===== config.mk =====
export PLATFORM = sky130hd
export DESIGN_NAME = poly_td_flip_flop_set_reset_flat
export DESIGN_NICKNAME = d
export VERILOG_FILES = /design/src/rtl/core/ptdff_pkg.sv /design/src/rtl/core/ptdff_in_if.sv /design/src/rtl/core/ptdff_out_if.sv /design/src/rtl/core/poly_td_flip_flop_set_reset.sv /design/src/flat_wrapper.sv
export SDC_FILE = /design/constraint.sdc
export NUM_CORES = 1
export LEC_CHECK = 0
export ABC_CLOCK_PERIOD_IN_PS = 6900
export BUFFER_PORTS_ARGS = -buffer_cell sky130_fd_sc_hd__buf_2
export CORE_ASPECT_RATIO = 0.9
export CORE_MARGIN = 10
export CORE_UTILIZATION = 50
export DETAILED_ROUTE_END_ITERATION = 16
export PLACE_DENSITY_LB_ADDON = 0.15
export REMOVE_ABC_BUFFERS = 1
export SLEW_MARGIN = 10
export SYNTH_ARGS = -nofsm -noshare
export SYNTH_HDL_FRONTEND = slang
export SYNTH_SLANG_ARGS = --single-unit

===== constraint.sdc =====
create_clock -name clk_i -period 6.9 [get_ports clk_i]
set_clock_uncertainty 0.05 [all_clocks]
set_input_delay 0 -clock clk_i [delete_from_list [all_inputs] [get_ports clk_i]]
set_output_delay 0 -clock clk_i [all_outputs]
set_load 0.01 [all_outputs]

===== src/rtl/core/ptdff_pkg.sv =====
// ----------------------------------------------------------------------------
// ptdff_pkg
// Types, constants and helpers shared by the T/D flip-flop block.
// ----------------------------------------------------------------------------
package ptdff_pkg;

  localparam int CHANNELS    = 16;
  localparam int CH_BITS     = 4;
  localparam int SAMPLE_BITS = 16;
  localparam int CFG_BITS    = 16;
  localparam int IDX_BITS    = 3;
  localparam int ADDR_BITS   = (CHANNELS > 1) ? $clog2(CHANNELS) : 1;

  typedef enum logic [IDX_BITS-1:0] {
    REG_DATA_MODE      = 3'd0,
    REG_ENABLE_GATE    = 3'd1,
    REG_HIGH_ENABLES   = 3'd2,
    REG_UNDEF_OUTPUT   = 3'd3,
    REG_GATE_THRESHOLD = 3'd4,
    REG_TRIGGER_LOW    = 3'd5,
    REG_TRIGGER_HIGH   = 3'd6,
    REG_PULSE_TICKS    = 3'd7
  } cfg_idx_e;

  typedef enum logic [2:0] {
    UNDEF_HOLD = 3'd0,
    UNDEF_LL   = 3'd1,
    UNDEF_HL   = 3'd2,
    UNDEF_LH   = 3'd3,
    UNDEF_HH   = 3'd4
  } undef_out_e;

  localparam int CONN_TD     = 0;
  localparam int CONN_CLOCK  = 1;
  localparam int CONN_SET    = 2;
  localparam int CONN_RESET  = 3;
  localparam int CONN_ENABLE = 4;

  typedef struct packed {
    logic [CH_BITS-1:0]            channel;
    logic                          tick_start;
    logic signed [SAMPLE_BITS-1:0] enable_sample;
    logic signed [SAMPLE_BITS-1:0] td_sample;
    logic signed [SAMPLE_BITS-1:0] clock_sample;
    logic signed [SAMPLE_BITS-1:0] set_sample;
    logic signed [SAMPLE_BITS-1:0] reset_sample;
    logic                          set_button;
    logic                          reset_button;
    logic [4:0]                    connected_mask;
  } in_item_t;

  typedef struct packed {
    logic q_level;
    logic q_inverted_level;
    logic outputs_updated;
    logic changed_pulse;
    logic is_disabled;
    logic undefined_op;
  } out_item_t;

  typedef struct packed {
    logic        q;
    logic        clk_trig;
    logic [15:0] remaining;
  } chan_entry_t;

  typedef struct packed {
    logic st;
    logic fire;
  } schmitt_t;

  function automatic schmitt_t schmitt(input logic st,
                                       input logic signed [SAMPLE_BITS-1:0] x,
                                       input logic signed [CFG_BITS-1:0] lo,
                                       input logic signed [CFG_BITS-1:0] hi);
    schmitt_t r;
    r.st   = st;
    r.fire = 1'b0;
    if (st) begin
      if (x <= lo) r.st = 1'b0;
    end else if (x >= hi) begin
      r.st   = 1'b1;
      r.fire = 1'b1;
    end
    return r;
  endfunction

endpackage


===== src/rtl/core/ptdff_in_if.sv =====
// ----------------------------------------------------------------------------
// ptdff_in_if
// Valid/ready channel carrying one channel request per item.
// ----------------------------------------------------------------------------
interface ptdff_in_if import ptdff_pkg::*; ();
  logic     valid;
  logic     ready;
  in_item_t data;

  modport source (output valid, output data, input ready);
  modport sink   (input valid, input data, output ready);
endinterface


===== src/rtl/core/ptdff_out_if.sv =====
// ----------------------------------------------------------------------------
// ptdff_out_if
// Valid/ready channel carrying one result per item.
// ----------------------------------------------------------------------------
interface ptdff_out_if import ptdff_pkg::*; ();
  logic      valid;
  logic      ready;
  out_item_t data;

  modport source (output valid, output data, input ready);
  modport sink   (input valid, input data, output ready);
endinterface


===== src/rtl/core/poly_td_flip_flop_set_reset.sv =====
// ----------------------------------------------------------------------------
// poly_td_flip_flop_set_reset
// Polyphonic T/D flip-flop with set, reset and enable; per-channel state
// held in a synchronous memory with read-modify-write.
//
//   port    dir  handshake    carries
//   in_i    in   valid/ready  one channel request per tick
//   out_o   out  valid/ready  Q, !Q, update, pulse, disabled, undefined
//   cfg_*   in   write enable register index and data
//
// One request per cycle while the output is not stalled; stages are memory read,
// then update and output register. The per-channel memory read port is registered;
// a forwarding register covers back-to-back requests to the same channel.
// Reset clears per-channel valid bits at once, so no clearing pass is needed.
// A stalled output holds the update stage; input waits once that stage is full.
// ----------------------------------------------------------------------------
module poly_td_flip_flop_set_reset import ptdff_pkg::*; (
  input  logic                clk_i,
  input  logic                rst_ni,
  ptdff_in_if.sink            in_i,
  ptdff_out_if.source         out_o,
  input  logic                cfg_we_i,
  input  logic [IDX_BITS-1:0] cfg_idx_i,
  input  logic [CFG_BITS-1:0] cfg_data_i
);

  logic                       data_mode_q, gate_mode_q, high_en_q;
  logic [2:0]                 undef_out_q;
  logic signed [CFG_BITS-1:0] gate_thr_q, trig_lo_q, trig_hi_q;
  logic [15:0]                pulse_ticks_q;

  always_ff @(posedge clk_i or negedge rst_ni) begin
    if (!rst_ni) begin
      data_mode_q   <= 1'b0;
      gate_mode_q   <= 1'b1;
      high_en_q     <= 1'b0;
      undef_out_q   <= 3'd0;
      gate_thr_q    <= 16'sd6553;
      trig_lo_q     <= 16'sd2730;
      trig_hi_q     <= 16'sd6553;
      pulse_ticks_q <= 16'd48;
    end else if (cfg_we_i) begin
      unique case (cfg_idx_e'(cfg_idx_i))
        REG_DATA_MODE:      data_mode_q   <= cfg_data_i[0];
        REG_ENABLE_GATE:    gate_mode_q   <= cfg_data_i[0];
        REG_HIGH_ENABLES:   high_en_q     <= cfg_data_i[0];
        REG_UNDEF_OUTPUT:   undef_out_q   <= cfg_data_i[2:0];
        REG_GATE_THRESHOLD: gate_thr_q    <= cfg_data_i;
        REG_TRIGGER_LOW:    trig_lo_q     <= cfg_data_i;
        REG_TRIGGER_HIGH:   trig_hi_q     <= cfg_data_i;
        REG_PULSE_TICKS:    pulse_ticks_q <= cfg_data_i;
        default: ;
      endcase
    end
  end

  // pipeline control
  logic s1_q, ov_q;
  logic adv, in_acc, fire1;

  assign adv       = !ov_q || out_o.ready;
  assign fire1     = s1_q && adv;
  assign in_i.ready = !s1_q || adv;
  assign in_acc    = in_i.valid && in_i.ready;

  // per-channel memory
  chan_entry_t               mem [CHANNELS];
  chan_entry_t               rd_q;
  logic [CHANNELS-1:0]       vld_q;
  logic                      wr_en;
  chan_entry_t               wr_data;
  logic [ADDR_BITS-1:0]      in_addr, s1_addr;

  in_item_t    s1_item_q;
  logic        s1_hit_q;
  chan_entry_t s1_fwd_q;

  assign in_addr = ADDR_BITS'(in_i.data.channel % CHANNELS);
  assign s1_addr = ADDR_BITS'(s1_item_q.channel % CHANNELS);

  always_ff @(posedge clk_i) begin
    if (in_acc) rd_q <= mem[in_addr];
    if (wr_en) mem[s1_addr] <= wr_data;
  end

  always_ff @(posedge clk_i or negedge rst_ni) begin
    if (!rst_ni) begin
      vld_q <= '0;
    end else if (wr_en) begin
      vld_q[s1_addr] <= 1'b1;
    end
  end

  always_ff @(posedge clk_i or negedge rst_ni) begin
    if (!rst_ni) begin
      s1_q <= 1'b0;
    end else if (in_i.ready) begin
      s1_q <= in_i.valid;
    end
  end

  always_ff @(posedge clk_i) begin
    if (in_acc) begin
      s1_item_q <= in_i.data;
      s1_hit_q  <= wr_en && (s1_addr == in_addr);
      s1_fwd_q  <= wr_data;
    end
  end

  // update stage
  logic        en_trig_q, en_trig_d, dis_q, dis_d;
  chan_entry_t entry;
  out_item_t   res;

  always_comb begin
    logic signed [SAMPLE_BITS-1:0] td_v, clk_v;
    logic                          set_g, rst_g, q, qinv, upd, undef;
    schmitt_t                      es, cs;

    entry = s1_hit_q ? s1_fwd_q : (vld_q[s1_addr] ? rd_q : '0);

    en_trig_d = en_trig_q;
    dis_d     = dis_q;
    es        = schmitt(en_trig_q, s1_item_q.enable_sample, trig_lo_q, trig_hi_q);
    if (s1_item_q.tick_start) begin
      if (s1_item_q.connected_mask[CONN_ENABLE]) begin
        if (!gate_mode_q) begin
          en_trig_d = es.st;
          if (es.fire) dis_d = !dis_q;
        end else begin
          dis_d = (s1_item_q.enable_sample >= gate_thr_q) ? !high_en_q : high_en_q;
        end
      end else begin
        dis_d = 1'b0;
      end
    end

    set_g = s1_item_q.set_button ||
            (s1_item_q.connected_mask[CONN_SET] && s1_item_q.set_sample >= gate_thr_q);
    rst_g = s1_item_q.reset_button ||
            (s1_item_q.connected_mask[CONN_RESET] && s1_item_q.reset_sample >= gate_thr_q);
    td_v  = s1_item_q.connected_mask[CONN_TD] ? s1_item_q.td_sample : '0;
    clk_v = s1_item_q.connected_mask[CONN_CLOCK] ? s1_item_q.clock_sample : td_v;
    cs    = schmitt(entry.clk_trig, clk_v, trig_lo_q, trig_hi_q);

    wr_data = entry;
    q       = entry.q;
    qinv    = 1'b0;
    upd     = 1'b1;
    undef   = 1'b0;

    if (set_g && rst_g) begin
      undef = 1'b1;
      case (undef_out_e'(undef_out_q))
        UNDEF_LL: begin q = 1'b0; qinv = 1'b0; end
        UNDEF_HL: begin q = 1'b1; qinv = 1'b0; end
        UNDEF_LH: begin q = 1'b0; qinv = 1'b1; end
        UNDEF_HH: begin q = 1'b1; qinv = 1'b1; end
        default:  upd = 1'b0;
      endcase
    end else if (set_g) begin
      q = 1'b1;
    end else if (rst_g) begin
      q = 1'b0;
    end else begin
      wr_data.clk_trig = cs.st;
      if (cs.fire) begin
        if (!data_mode_q) begin
          if (td_v >= gate_thr_q) q = !entry.q;
        end else begin
          q = (td_v >= gate_thr_q);
        end
      end
    end
    if (!undef || !upd) qinv = !q;

    wr_data.q = q;
    if (entry.remaining != '0) wr_data.remaining = entry.remaining - 16'd1;
    else if (entry.q != q)     wr_data.remaining = pulse_ticks_q;

    if (dis_d) begin
      res.q_level          = entry.q;
      res.q_inverted_level = !entry.q;
      res.outputs_updated  = 1'b0;
      res.changed_pulse    = (entry.remaining != '0);
      res.is_disabled      = 1'b1;
      res.undefined_op     = 1'b0;
    end else begin
      res.q_level          = q;
      res.q_inverted_level = qinv;
      res.outputs_updated  = upd;
      res.changed_pulse    = (wr_data.remaining != '0);
      res.is_disabled      = 1'b0;
      res.undefined_op     = undef;
    end

    wr_en = fire1 && !dis_d;
  end

  always_ff @(posedge clk_i or negedge rst_ni) begin
    if (!rst_ni) begin
      en_trig_q <= 1'b0;
      dis_q     <= 1'b0;
    end else if (fire1) begin
      en_trig_q <= en_trig_d;
      dis_q     <= dis_d;
    end
  end

  // output register
  out_item_t od_q;

  always_ff @(posedge clk_i or negedge rst_ni) begin
    if (!rst_ni) begin
      ov_q <= 1'b0;
    end else if (adv) begin
      ov_q <= s1_q;
    end
  end

  always_ff @(posedge clk_i) begin
    if (fire1) od_q <= res;
  end

  assign out_o.valid = ov_q;
  assign out_o.data  = od_q;

endmodule


===== src/flat_wrapper.sv =====
// flat-port wrapper written by rule: the top's interface ports become plain ports
module poly_td_flip_flop_set_reset_flat import ptdff_pkg::*;
  (clk_i, rst_ni, cfg_we_i, cfg_idx_i, cfg_data_i, in_i_valid, in_i_data, in_i_ready, out_o_valid, out_o_data, out_o_ready);
  ptdff_in_if in_i_i ();
  ptdff_out_if out_o_i ();
  input  logic clk_i;
  input  logic rst_ni;
  input  logic cfg_we_i;
  input  logic [IDX_BITS-1:0] cfg_idx_i;
  input  logic [CFG_BITS-1:0] cfg_data_i;
  input wire logic [$bits(in_i_i.valid)-1:0] in_i_valid;
  input wire logic [$bits(in_i_i.data)-1:0] in_i_data;
  output wire logic [$bits(in_i_i.ready)-1:0] in_i_ready;
  output wire logic [$bits(out_o_i.valid)-1:0] out_o_valid;
  output wire logic [$bits(out_o_i.data)-1:0] out_o_data;
  input wire logic [$bits(out_o_i.ready)-1:0] out_o_ready;
  assign in_i_i.valid = in_i_valid;
  assign in_i_i.data = in_i_data;
  assign in_i_ready = in_i_i.ready;
  assign out_o_valid = out_o_i.valid;
  assign out_o_data = out_o_i.data;
  assign out_o_i.ready = out_o_ready;
  poly_td_flip_flop_set_reset u_core (.clk_i(clk_i), .rst_ni(rst_ni), .in_i(in_i_i), .out_o(out_o_i), .cfg_we_i(cfg_we_i), .cfg_idx_i(cfg_idx_i), .cfg_data_i(cfg_data_i));
endmodule

After elaboration in Yosys (flattened, before gate mapping)
Memory sizes are Yosys's and may differ from the RTL's. A register that Yosys moved wholly into a read port is not among the register bits.
Index checks and enable logic that the tools add are counted.
Widths: inputs -> output; s select.
{ "totals": {"mem_count": 1, "reg_bits": 207, "in_bits": 116, "ram_bits": 288, "out_inout_bits": 8} }
{ "memory_table": {"columns": ["name", "words", "word_bits", "read_ports", "rd_clocked_by_memory_dff", "wr", "line", "source"], "rows": [
  ["u_core.mem", 16, 18, 1, 1, 1, "poly_td_flip_flop_set_reset.sv:67", "chan_entry_t mem [CHANNELS];"]
]} }
{ "op_classes": {"n_reduce_logical": 38, "order_cmp": 10, "n_eq_ne": 13, "mux": 42, "n_bitwise": 2, "n_addsub": 1} }
{ "op_table": {"columns": ["operator", "count"], "rows": [
  ["$ge 16x16->1", 6],
  ["$mux 16", 4],
  ["$mux 18", 2],
  ["$le 16x16->1", 2],
  ["$reduce_bool 16->1", 2],
  ["$mux 1", 30],
  ["$or 16x16->16", 1],
  ["$reduce_and 2->1", 8],
  ["$sub 16x1->16 const B", 1],
  ["$eq 3x3->1 const B", 5],
  ["$eq 3x2->1 const B", 4],
  ["$logic_not 1->1", 9],
  ["$logic_and 1x1->1", 8],
  ["$eq 3x1->1 const B", 2],
  ["$mux 6", 1],
  ["$reduce_or 2->1", 3],
  ["$logic_or 1x1->1", 5],
  ["$lt 4x5->1 const B", 1],
  ["$bmux 1 s4", 1],
  ["$demux 1 s4", 1],
  ["$eq 4x4->1", 1],
  ["$ge 4x1->1 const B", 1],
  ["$mux 2", 2],
  ["$reduce_and 4->1", 1],
  ["other kinds (5)", 5]
]} }

Longest topological paths before layout
Gate-level depths: netlist (run 1).
{ "depth": {"word_depth": 16, "mapped_depth": 21} }

Least setup slack after synthesis (run 1)
Ideal clock, no wire load.
{ "synth_path": {"path_kind": "reg-to-reg", "from": "register u_core.s1_item_q[72] in the netlist's numbering", "to": "memory u_core.mem[0][0] in the netlist's numbering (enable)", "period_less_slack_ns": 4.825, "path_buffers": 2, "arrival_time_ns": 4.359, "path_stages_with_launch": 15, "t_required_ns": 6.434, "path_slack_ns": 2.075, "cell_sequence": "edfxtp_1 -> ha_1 -> nor2b_1 -> o21a_1 -> o21a_1 -> o21ai_0 -> a21oi_1 -> a2111oi_0 -> o41ai_1 -> a221o_1 -> clkbuf_1 -> nand2b_1 -> or3_1 -> clkbuf_1 -> nor3_1"} }
{ "synth_between": {"elab_chain_cells": 11, "elab_cells_between_ends": 13, "classes_between": "2 x order compare; 9 x mux; 2 x reduce/logical"} }
{ "synth_rtl": {"columns": ["element", "line", "source"], "rows": [
  ["start: declaration", "poly_td_flip_flop_set_reset.sv:74", "in_item_t s1_item_q;"],
  ["start signal: assignment", "poly_td_flip_flop_set_reset.sv:104", "s1_item_q <= in_i.data;"],
  ["$ge 16x16->1", "ptdff_pkg.sv:81", "end else if (x >= hi) begin"],
  ["$mux 2", "ptdff_pkg.sv:81", null],
  ["$mux 1", "ptdff_pkg.sv:79", "if (st) begin"],
  ["$mux 1", "poly_td_flip_flop_set_reset.sv:129", "if (es.fire) dis_d = !dis_q;"],
  ["$mux 1 (*)", "poly_td_flip_flop_set_reset.sv:127", "if (!gate_mode_q) begin"],
  ["$mux 1 (*)", "poly_td_flip_flop_set_reset.sv:126", "if (s1_item_q.connected_mask[CONN_ENABLE]) begin"],
  ["$mux 1 (*)", "poly_td_flip_flop_set_reset.sv:125", "if (s1_item_q.tick_start) begin"],
  ["named net u_core.dis_d", "poly_td_flip_flop_set_reset.sv:111", "logic en_trig_q, en_trig_d, dis_q, dis_d;"],
  ["$logic_not 1->1 (*)", "poly_td_flip_flop_set_reset.sv:197", "wr_en = fire1 && !dis_d;"],
  ["$logic_and 1x1->1 (*)", "poly_td_flip_flop_set_reset.sv:197", null],
  ["$mux 1 (*)", "poly_td_flip_flop_set_reset.sv:83", "if (wr_en) mem[s1_addr] <= wr_data;"],
  ["$mux 1 (implied by the code) (*)", "poly_td_flip_flop_set_reset.sv:83", null],
  ["end: declaration", "poly_td_flip_flop_set_reset.sv:67", null]
]} }
The timed path passes the listed nets; every way through them passes the cells marked *.

==> impl_metrics.py, run 1 <==
metrics = {
    "outcome": {
        "status": "finished, final reports clean",
    },
    "clocking": {
        "cts_max_level": 2,
        "cts_tree": "done",
        "insertion_delay_ps": 610,
        "clk_pin_slew_ps": 70,
        "cts_made_buffers": 53,
        "cts_buffer_depth": 3,
        "clkSinkCount": 513,
        "cts_root_buf": "clkbuf_16",
        "postCtsSetupBuffers": 0,
    },
    "sta": {
        "relSlewSlack": 0.210,
        "fmax_mhz": 189,
        "final-hold-violation-count": 0,
        "final_max_slew_viol_count": 0,
        "rsz0062_at_grt": "no",
        "worstMarginPinSlew_ps": 1180,
        "min_period_ps": 5290,
        "post-route-period-util": 0.767,
        "setup_violations": 0,
        "finalSetupTns_ps": 0,
    },
    "route": {
        "ant_nets": 0,
        "route.vias.total": 14500,
        "drt-total-wl_mm": 60.2,
        "viasPerCell": 5.89,
        "drt_iter0_drc": 1536,
        "post_drt_wl_per_cell_um": 24.5,
        "drtPass1Iterations": 5,
        "drc": 0,
    },
    "synth": {
        "yosysSeqAreaShare": 0.639,
        "ys_warn_count": 0,
        "synthArstFlopShare": 0.175,
        "synth-seq-cells": 513,
        "synthTopCellsByArea": "edfxtp_1, mux4_2, dfrtp_1, ha_1, mux2_2",
        "syn_area_per_cell_um2": 15.5,
        "synth_largest_area_cell": "edfxtp_1",
        "synth_enable_flop_cells": 423,
        "syn_area_um2": 23400,
        "synthCells": 1507,
        "ys_types": 77,
        "synth_common_cells": "edfxtp_1, ha_1, mux4_2",
        "synthFlopType": "edfxtp_1",
        "synth_top_area_frac": 0.542,
        "synth.most_common_cell": "edfxtp_1",
    },
    "floorplan": {
        "ios": 124,
        "coreArea_um2": 46500,
        "die_y_um": 225,
        "start_util": 0.504,
        "dieArea_um2": 55900,
        "die_w_um": 248,
        "rows": 75,
    },
    "worst_setup_path": {
        "worstPathRequired_ps": 7310,
        "cp_max_fo": 34,
        "cp.arrival_ps": 5700,
        "worstSetupStartpointType": "register",
        "criticalPathCategory": "reg -> reg",
        "cp-end-kind": "register",
    },
    "place": {
        "place_hpwl_mm": 38.6,
        "numPortBuffers": 123,
        "gp_congestion": 0.904,
        "dp_cells": 2212,
    },
    "layout": {
        "num-nets-final": 2042,
        "fill_cells": 3475,
        "area_growth_pct": 20.1,
        "final_cells": 2461,
        "drive_above_1_share": 0.249,
        "postLayoutCoreUtil": 0.606,
    },
    "power_and_ir_drop": {
        "power_density_nw_per_um2": 296,
        "p_total_w": 0.00835,
        "p_leak_nw": 10.3,
        "ir_drop_mv": 0.299,
    },
    "global_routing": {
        "grt.total_usage": 0.219,
        "grt_pass1_vias": 14600,
        "grt_max_degree": 78,
        "antenna_found_initial": 2,
        "grt-ovfl-total": 0,
        "grt_pass1_wl_mm": 91.5,
    },
    "flow_run": {
        "cap_viol_max_count": 0,
    },
    "worst_hold_path": {
        "hold_path.class": "in -> reg",
    },
}
-- layout make-up --
class / instances / area (µm²) / share of cell area
Inverter: 74 / 278 / 0.00987
Antenna cell: 4 / 10.0 / 0.000356
Multi-Input combinational cell: 867 / 8110 / 0.288
Sequential cell: 513 / 15000 / 0.532
Tap cell: 616 / 771 / 0.0274
Timing Repair Buffer: 287 / 2220 / 0.0789
Clock inverter: 39 / 385 / 0.0137
Clock buffer: 61 / 1400 / 0.0497
-- power breakdown --
group	total, W	switching (W)	internal (W)	leakage (nW)
clock network	0.00290	0.00124	0.00166	0.868
registers	0.00391	0.000153	0.00376	4.93
logic	0.00153	0.000912	0.000618	4.53
-- cell usage in the layout (no fill, tap or decap), types with 9 or more instances in the layout --
cell	count
a21oi_1	51
and2_1	18
buf_2	120
buf_4	22
clkbuf_16	55
clkinv_1	10
clkinv_2	12
dfrtp_1	67
dfstp_2	23
dlygate4sd3_1	144
edfxtp_1	423
ha_1	130
inv_1	74
mux2_2	71
mux2i_1	10
mux4_2	92
nand2_1	88
nand2b_1	15
nand3_1	10
nand4_1	27
nor2_1	44
nor2_4	9
nor2b_1	14
nor3_1	17
nor4_1	15
o21a_1	16
o21ai_0	67
o21bai_1	12
o31ai_1	9
xnor2_1	13
-- per-stage QoR --
| step | setup WS, ps | hold WS (ps) | instance area, µm² |
|---|---|---|---|
| after floorplan | 1400 | -346 | 23200 |
| after CTS | 1670 | 12.7 | 28100 |
| after global routing | 1070 | 30.0 | 28100 |
| final | 1610 | 51.6 | 28200 |
| after global placement | 1950 | -155 | 24900 |
| after detailed placement | 1660 | -146 | 24900 |
-- per-layer routing --
metal	wire length (µm)	up-vias	track usage	part of all wire
li1	-	6524	-	-
met1	27200	7386	0.326	0.45
met2	27700	496	0.329	0.46
met3	4070	81	0.0351	0.068
met4	1190	0	0.0578	0.020
met5	0	-	0	0
-- registers in the layout, summed over array words and instances, names as in the netlist, 3 cells and up --
register	cells
u_core.rd_q	18
u_core.undef_out_q	3
u_core.mem	288
u_core.pulse_ticks_q	16
u_core.out_o.data	6
u_core.vld_q	16
u_core.gate_thr_q	16
u_core.s1_item_q	92
u_core.trig_hi_q	16
u_core.trig_lo_q	16
u_core.s1_fwd_q	18
-- worst max-delay path, stage by stage (launching register included) --
cell and delay (ps):
edfxtp_1 760, mux4_2 600, nor2_2 180, o22ai_4 250, and3_1 290, a21oi_1 210, ha_1 210, nand2_1 90
nor4_1 240, a31oi_1 90, o22ai_2 110, buf_4 360, nor2_1 90, mux2i_1 190, o21ai_0 110, nor2_1 880
nor4_1 160, a32oi_1 230
-- cell families after synthesis --
| family | count (synthesis) | share of synthesized area |
|---|---|---|
| AOI/OAI and AO/OA | 240 | 0.0699 |
| adders and majority gates | 130 | 0.0694 |
| xor gates and xnor gates | 16 | 0.00598 |
| and+or+nand+nor | 308 | 0.0675 |
| DFF | 513 | 0.639 |
| muxes | 173 | 0.127 |
| buffers and inverters | 127 | 0.0209 |
-- what timing repair did --
action,4_1_cts,5_1_grt
gates resized for setup,0,0
hold buffers,144,0
hold endpoints to repair,232,0
-- final timing paths --
| path | from | end | slack [ps] | cells after the start |
|---|---|---|---|---|
| max | u_core.s1_item_q[88]$_DFFE_PP_ | u_core.out_o.data[2]$_DFFE_PP_ | 1610 | 17 |
| min | in_i_data[34] | u_core.s1_item_q[34]$_DFFE_PP_ | 50 | 2 |
| max reg2reg | u_core.s1_item_q[88]$_DFFE_PP_ | u_core.out_o.data[2]$_DFFE_PP_ | 1610 | 17 |
| min reg2reg | u_core.vld_q[12]$_DFFE_PN0P_ | u_core.vld_q[12]$_DFFE_PN0P_ | 420 | 2 |
| max in group asynchronous | rst_ni | u_core.trig_lo_q[8]$_DFFE_PN0P_ | 5230 | 4 |
| min in group asynchronous | rst_ni | u_core.trig_lo_q[9]$_DFFE_PN1P_ | 410 | 3 |
Power figures use the tool's default switching activity.
==> run 2: changes to the inputs <==
- ABC_CLOCK_PERIOD_IN_PS: 6900 -> 4300
- clock period: 6.9 -> 4.3 ns (I/O delays scaled with it)
==> run 2 against run 1 <==
Effect of this change: cell area up 2.8%; global-route usage about the same; flip-flop and latch count unchanged; hold slack worse by 38 ps; fmax up 25%; worst setup slack worse by 1500 ps; critical path type unchanged; clock power up 64%; critical path depth down 4; via count up 1.9%; count of clock-buffer cells in the layout up 2; power up 64%; routed wire length up 1.5%.
==> impl_metrics.py, run 2 (synthesis results as in run 1) <==
metrics = {
    "outcome": {
        "status": "finished, final reports clean",
    },
    "route": {
        "drc": 0,
        "drtPass1Iterations": 5,
        "drt-total-wl_mm": 61.1,
        "viasPerCell": 5.87,
        "route.vias.total": 14800,
        "ant_nets": 0,
        "post_drt_wl_per_cell_um": 24.3,
        "drt_iter0_drc": 1561,
    },
    "worst_setup_path": {
        "crit_family": "simple AND/OR/NAND/NOR gates",
        "criticalPathCategory": "reg -> reg",
        "slowest_delay_ps": 550,
        "cp_max_fo": 5,
        "cp-end-kind": "register",
        "worstPathRequired_ps": 4610,
        "crit_buf_inv": 2,
        "slowest_stage": "or4_4",
        "cp.arrival_ps": 4530,
        "crit_path_cell_trace": "inv_1 > ha_1 > nand4_1 > buf_4 > a2111o_1 > and3_1 > or4b_4 > a32oi_4 > o221ai_2 > a31o_1 > or4_4 > nor4_4 > a32oi_1",
        "worstSetupStartpointType": "register",
    },
    "power_and_ir_drop": {
        "p_switching_w": 0.00371,
        "swShare": 0.272,
        "p_int_w": 0.00995,
        "seqPwrFrac": 0.458,
        "ir_drop_mv": 0.330,
        "p_total_w": 0.0137,
        "power_density_nw_per_um2": 472,
        "combPwrFrac": 0.195,
        "clock_power_share": 0.347,
        "p_leak_nw": 10.7,
    },
    "sta": {
        "relSlewSlack": 0.227,
        "fmax_mhz": 237,
        "final_max_slew_viol_count": 0,
        "post-route-period-util": 0.982,
        "setup_violations": 0,
        "rsz0062_at_grt": "yes",
        "finalSetupTns_ps": 0,
        "worstMarginPinSlew_ps": 1150,
        "final-hold-violation-count": 0,
        "min_period_ps": 4220,
    },
    "layout": {
        "num-nets-final": 2100,
        "drive_above_1_share": 0.281,
        "top_register": "u_core.mem",
        "final_common_cell": "edfxtp_1",
        "reg_top3": "u_core.mem (288), u_core.s1_item_q (92)",
        "area_growth_pct": 23.5,
        "largest_reg_flops": 288,
        "postLayoutCoreUtil": 0.623,
        "fill_cells": 3365,
        "layout_common_cells": "edfxtp_1, dlygate4sd3_1, ha_1",
    },
    "clocking": {
        "cts_tree": "done",
        "clkSinkCount": 513,
        "cts_max_level": 2,
        "insertion_delay_ps": 620,
        "cts_root_buf": "clkbuf_16",
        "clk_pin_slew_ps": 60,
        "cts_made_buffers": 52,
        "cts_buffer_depth": 3,
    },
    "floorplan": {
        "start_util": 0.504,
        "rows": 75,
        "die_w_um": 248,
        "die_y_um": 225,
        "ios": 124,
        "coreArea_um2": 46500,
        "dieArea_um2": 55900,
    },
    "place": {
        "place_hpwl_mm": 39.9,
        "gp_congestion": 0.887,
        "numPortBuffers": 123,
    },
    "worst_hold_path": {
        "hold_path.class": "in -> async",
    },
    "global_routing": {
        "grt-ovfl-total": 0,
        "grt_max_degree": 75,
        "grt_pass1_wl_mm": 91.7,
        "grt_pass1_vias": 14900,
        "grt.total_usage": 0.219,
        "antenna_found_initial": 2,
    },
    "flow_run": {
        "cap_viol_max_count": 0,
    },
}
-- run 2: cell count changes in the layout (fill, tap and decap cells not counted), moves of 5 or more --
cell / change
buf_12: +19
buf_4: +40
nor2_2: +10
nor2_4: -9
o21ai_0: -5
-- run 2: final timing paths --
kind                                                   start                              end  slack [ps]  cells after the start
min in group clk_i                             in_i_data[90]   u_core.s1_item_q[90]$_DFFE_PP_          30                      1
min                                                   rst_ni         u_core.dis_q$_DFFE_PN0P_          10                      2
max reg2reg                u_core.gate_thr_q[11]$_DFFE_PN1P_   u_core.out_o.data[2]$_DFFE_PP_          80                     13
max                        u_core.gate_thr_q[11]$_DFFE_PN1P_   u_core.out_o.data[2]$_DFFE_PP_          80                     13
max in group asynchronous                             rst_ni  u_core.trig_lo_q[9]$_DFFE_PN1P_        3280                      3
min reg2reg                      u_core.vld_q[0]$_DFFE_PN0P_      u_core.vld_q[0]$_DFFE_PN0P_         420                      2
-- run 2: power groups by stage --
stage                     combinational, W  clock (W)  sequential, W
final                              0.00266    0.00475        0.00626
after global routing               0.00292    0.00505        0.00629
after CTS                          0.00254    0.00485        0.00626
after detailed placement           0.00240          0        0.00635
after global placement             0.00233          0        0.00635
after floorplan                    0.00150          0        0.00628
-- run 2: cell type report --
type | instances | area, µm² | area share
Clock buffer | 63 | 1420 | 0.0489
Sequential cell | 513 | 15000 | 0.518
Timing Repair Buffer | 346 | 2900 | 0.100
Inverter | 74 | 278 | 0.00960
Tap cell | 616 | 771 | 0.0266
Clock inverter | 34 | 414 | 0.0143
Antenna cell | 2 | 5.00 | 0.000173
Multi-Input combinational cell | 867 | 8160 | 0.282
-- run 2: metrics by stage --
stage          instance area [µm²]  hold WS, ps  worst slack [ps]  std cells
3_3_place_gp                 25400          113              -184       2261
2_1_floorplan                23200         -346             -1200       1454
4_1_cts                      28700         2.58              36.1       2502
5_1_grt                      28900         30.4             -72.3       2515
3_5_place_dp                 25400          116              -202       2261
6_report                     28900         13.2              78.4       2515
-- run 2: repair_timing --
action                                  in CTS  in global routing
hold buffers                               142                  0
pin swaps                                    0                  9
gates resized for setup                      3                 28
endpoints found under the hold margin      223                  0
endpoints found under the setup margin      70                194
buffers inserted                             2                 11
-- run 2: per-layer routing --
layer,part of all wire,vias to the layer above,GRT usage
met5,0,-,0
met4,0.020,0,0.0563
met3,0.076,74,0.0463
met2,0.45,509,0.323
met1,0.45,7549,0.325
li1,-,6630,-
-- run 2: worst register-to-register path, delay by kind of cell (launching register included) --
kind | cells | cell delay, ps
AO/OA/AOI/OAI | 5 | 1160
AND/OR/NAND/NOR | 5 | 1630
flip-flops | 1 | 510
buffers and inverters | 2 | 280
adder cells (fa/ha/maj) | 1 | 340
==> run 3: changes to the inputs <==
- ABC_AREA: default -> 1
==> run 3 against run 2 <==
Effect of this change: worst setup slack gained 360 ps; clock power shrank 4%; count of clock-buffer cells in the layout up 4; die area increased by 1.3%; sequential power about the same; sequential share of layout area is 0.75 points higher; first-iteration DRC count rose by 11%; routed wire length is 4.9% higher; cell count increased by 20%.
==> impl_metrics.py, run 3 <==
metrics = {
    "clocking": {
        "cts_tree": "done",
        "insertion_delay_ps": 610,
        "clkSinkCount": 513,
        "cts_root_buf": "clkbuf_16",
        "postCtsSetupBuffers": 0,
        "cts_max_level": 2,
        "clk_pin_slew_ps": 60,
        "cts_buffer_depth": 3,
        "cts_made_buffers": 52,
    },
    "layout": {
        "final_common_cell": "edfxtp_1",
        "top_register": "u_core.mem",
        "final_cells": 3029,
        "postLayoutCoreUtil": 0.609,
        "layout_common_cells": "edfxtp_1, nand2_1, inv_1",
        "area_growth_pct": 19.9,
        "drive_above_1_share": 0.148,
        "reg_top3": "u_core.mem (288), u_core.s1_item_q (92)",
        "largest_reg_flops": 288,
        "num-nets-final": 2612,
    },
    "floorplan": {
        "die_w_um": 250,
        "ios": 124,
        "rows": 75,
        "dieArea_um2": 56700,
        "start_util": 0.508,
        "coreArea_um2": 46800,
        "die_y_um": 227,
    },
    "worst_setup_path": {
        "r2r_start": "u_core.s1_item_q[0]$_DFFE_PP_",
        "criticalPathCategory": "reg -> reg",
        "worstPathRequired_ps": 4600,
        "cp.arrival_ps": 4160,
        "worstSetupStartpointType": "register",
        "r2r_end": "u_core.out_o.data[2]$_DFFE_PP_",
        "ff2ff_path_depth": 23,
        "cp_max_fo": 16,
        "r2r_setup_slack_ps": 440,
        "cp-end-kind": "register",
    },
    "synth": {
        "syn_area_um2": 23800,
        "ys_types": 56,
        "synth_largest_area_cell": "edfxtp_1",
        "synth.most_common_cell": "edfxtp_1",
        "synthFlopType": "edfxtp_1",
        "syn_area_per_cell_um2": 11.4,
        "synth-seq-cells": 513,
        "synth_common_cells": "edfxtp_1, nand2_1, inv_1",
        "synthCells": 2081,
        "synth_enable_flop_cells": 423,
        "synth_top_area_frac": 0.534,
        "synthTopCellsByArea": "edfxtp_1, dfrtp_1, ha_1, nand2_1, o21ai_0",
        "yosysSeqAreaShare": 0.630,
        "ys_warn_count": 0,
        "synthArstFlopShare": 0.175,
    },
    "global_routing": {
        "antenna_found_initial": 2,
        "grt-ovfl-total": 0,
        "grt_max_degree": 103,
        "grt_pass1_vias": 16500,
        "grt.total_usage": 0.224,
        "grt_pass1_wl_mm": 98.0,
    },
    "place": {
        "place_hpwl_mm": 42.6,
        "dp_cells": 2800,
        "gp_congestion": 0.891,
        "numPortBuffers": 123,
        "pre_cts_ws_ps": 305,
    },
    "route": {
        "drt-total-wl_mm": 64.1,
        "drc": 0,
        "drt_iter0_drc": 1738,
        "drtPass1Iterations": 6,
        "viasPerCell": 5.52,
        "route.vias.total": 16700,
        "ant_nets": 0,
        "post_drt_wl_per_cell_um": 21.2,
    },
    "worst_hold_path": {
        "min_to": "u_core.s1_item_q[66]$_DFFE_PP_",
        "whs_path_depth": 2,
        "hold_path.class": "in -> reg",
        "worstHoldStart": "in_i_data[66]",
    },
    "sta": {
        "final.setup.worst_slack_ps": 441,
        "final_max_slew_viol_count": 0,
        "finalSetupTns_ps": 0,
        "min_period_ps": 3860,
        "whs_ps": 53.1,
        "setup_violations": 0,
        "rsz0062_at_grt": "no",
        "relSlewSlack": 0.262,
        "post-route-period-util": 0.897,
        "final-hold-violation-count": 0,
        "worstMarginPinSlew_ps": 1100,
        "fmax_mhz": 259,
    },
    "power_and_ir_drop": {
        "p_leak_nw": 11.8,
        "power_density_nw_per_um2": 477,
        "ir_drop_mv": 0.316,
    },
    "flow_run": {
        "cap_viol_max_count": 0,
    },
    "outcome": {
        "status": "finished, final reports clean",
    },
}
-- run 3: cell count changes after synthesis, moves of 69 or more --
cell      change
a21oi_1     +101
inv_1       +157
mux2_2       -71
mux4_2       -92
nand2_1     +244
o211ai_1     +69
o21ai_0     +118
-- run 3: routing by layer --
layer / global-route usage / share of wire / vias up
li1: - / - / 7911
met1: 0.328 / 0.46 / 8089
met2: 0.345 / 0.45 / 633
met3: 0.0357 / 0.079 / 84
met4: 0.0506 / 0.018 / 0
met5: 0 / 0 / -
-- run 3: kinds of logic after synthesis --
kind of cell             count (synthesis)  share of synthesized area
AO/OA/AOI/OAI                          460                      0.109
XOR/XNOR                                12                    0.00442
adder cells (fa/ha/maj)                130                     0.0684
buffers and inverters                  320                     0.0528
flip-flops                             513                      0.630
multiplexers                            72                     0.0303
AND/OR/NAND/NOR                        574                      0.105
-- run 3: final cells by class --
type	instances	area (µm²)
Clock inverter	31	293
Multi-Input combinational cell	1248	7590
Fill cell	3647	18300
Inverter	241	907
Sequential cell	513	15000
Tap cell	616	771
Clock buffer	67	1430
Timing Repair Buffer	310	2530
Antenna cell	3	7.51
-- run 3: power breakdown --
part	switching [W]	total (W)	internal [W]	leakage [nW]
Sequential	0.000203	0.00629	0.00609	4.96
Combinational	0.00181	0.00274	0.000929	5.97
Clock	0.00192	0.00457	0.00265	0.851
Total	0.00393	0.0136	0.00967	11.8
-- run 3: how the worst max path moves through the flow --
stage	start	end	slack, ps	cells past startpoint
final	u_core.s1_item_q[0]$_DFFE_PP_	u_core.out_o.data[2]$_DFFE_PP_	440	23
after global routing	u_core.trig_hi_q[3]$_DFFE_PN1P_	u_core.mem[11][5]$_DFFE_PP_	90	18
after CTS	u_core.s1_item_q[86]$_DFFE_PP_	u_core.mem[11][1]$_DFFE_PP_	260	18
after detailed placement	u_core.s1_item_q[86]$_DFFE_PP_	u_core.mem[11][0]$_DFFE_PP_	300	18
after global placement	u_core.trig_hi_q[3]$_DFFE_PN1P_	u_core.mem[14][2]$_DFFE_PP_	420	18
after floorplan	u_core.out_o.valid$_DFFE_PN0P_	u_core.rd_q[0]$_DFFE_PP_	590	3
-- run 3: what timing repair did --
action,in CTS,in global routing
gates resized for setup,0,2
endpoints found under the setup margin,0,157
endpoints found under the hold margin,221,0
hold buffers,128,0
-- run 3: through the flow --
stage,area (µm²),power [W]
5_1_grt,28500,0.0142
6_report,28500,0.0136
3_5_place_dp,25500,0.00897
2_1_floorplan,23400,0.00785
3_3_place_gp,25500,0.00889
4_1_cts,28500,0.0136
-- run 3: critical path, stage by stage, from the launching register on --
cell and delay [ps]:
edfxtp_1 320, buf_4 230, nand2_1 120, o21ai_0 400, ha_1 360, nand2_1 130, o21bai_1 120, nand2_1 60
a21oi_1 220, nand2_1 80, nand2_1 70, nand3_1 100, nand3_1 110, nand2_1 50, nand2_1 60, nand2_1 60
nand2_2 90, nand3_2 270, nand4_1 210, nand2_1 100, nor2_1 120, nand2_1 90, nor2_1 110, a21oi_1 80
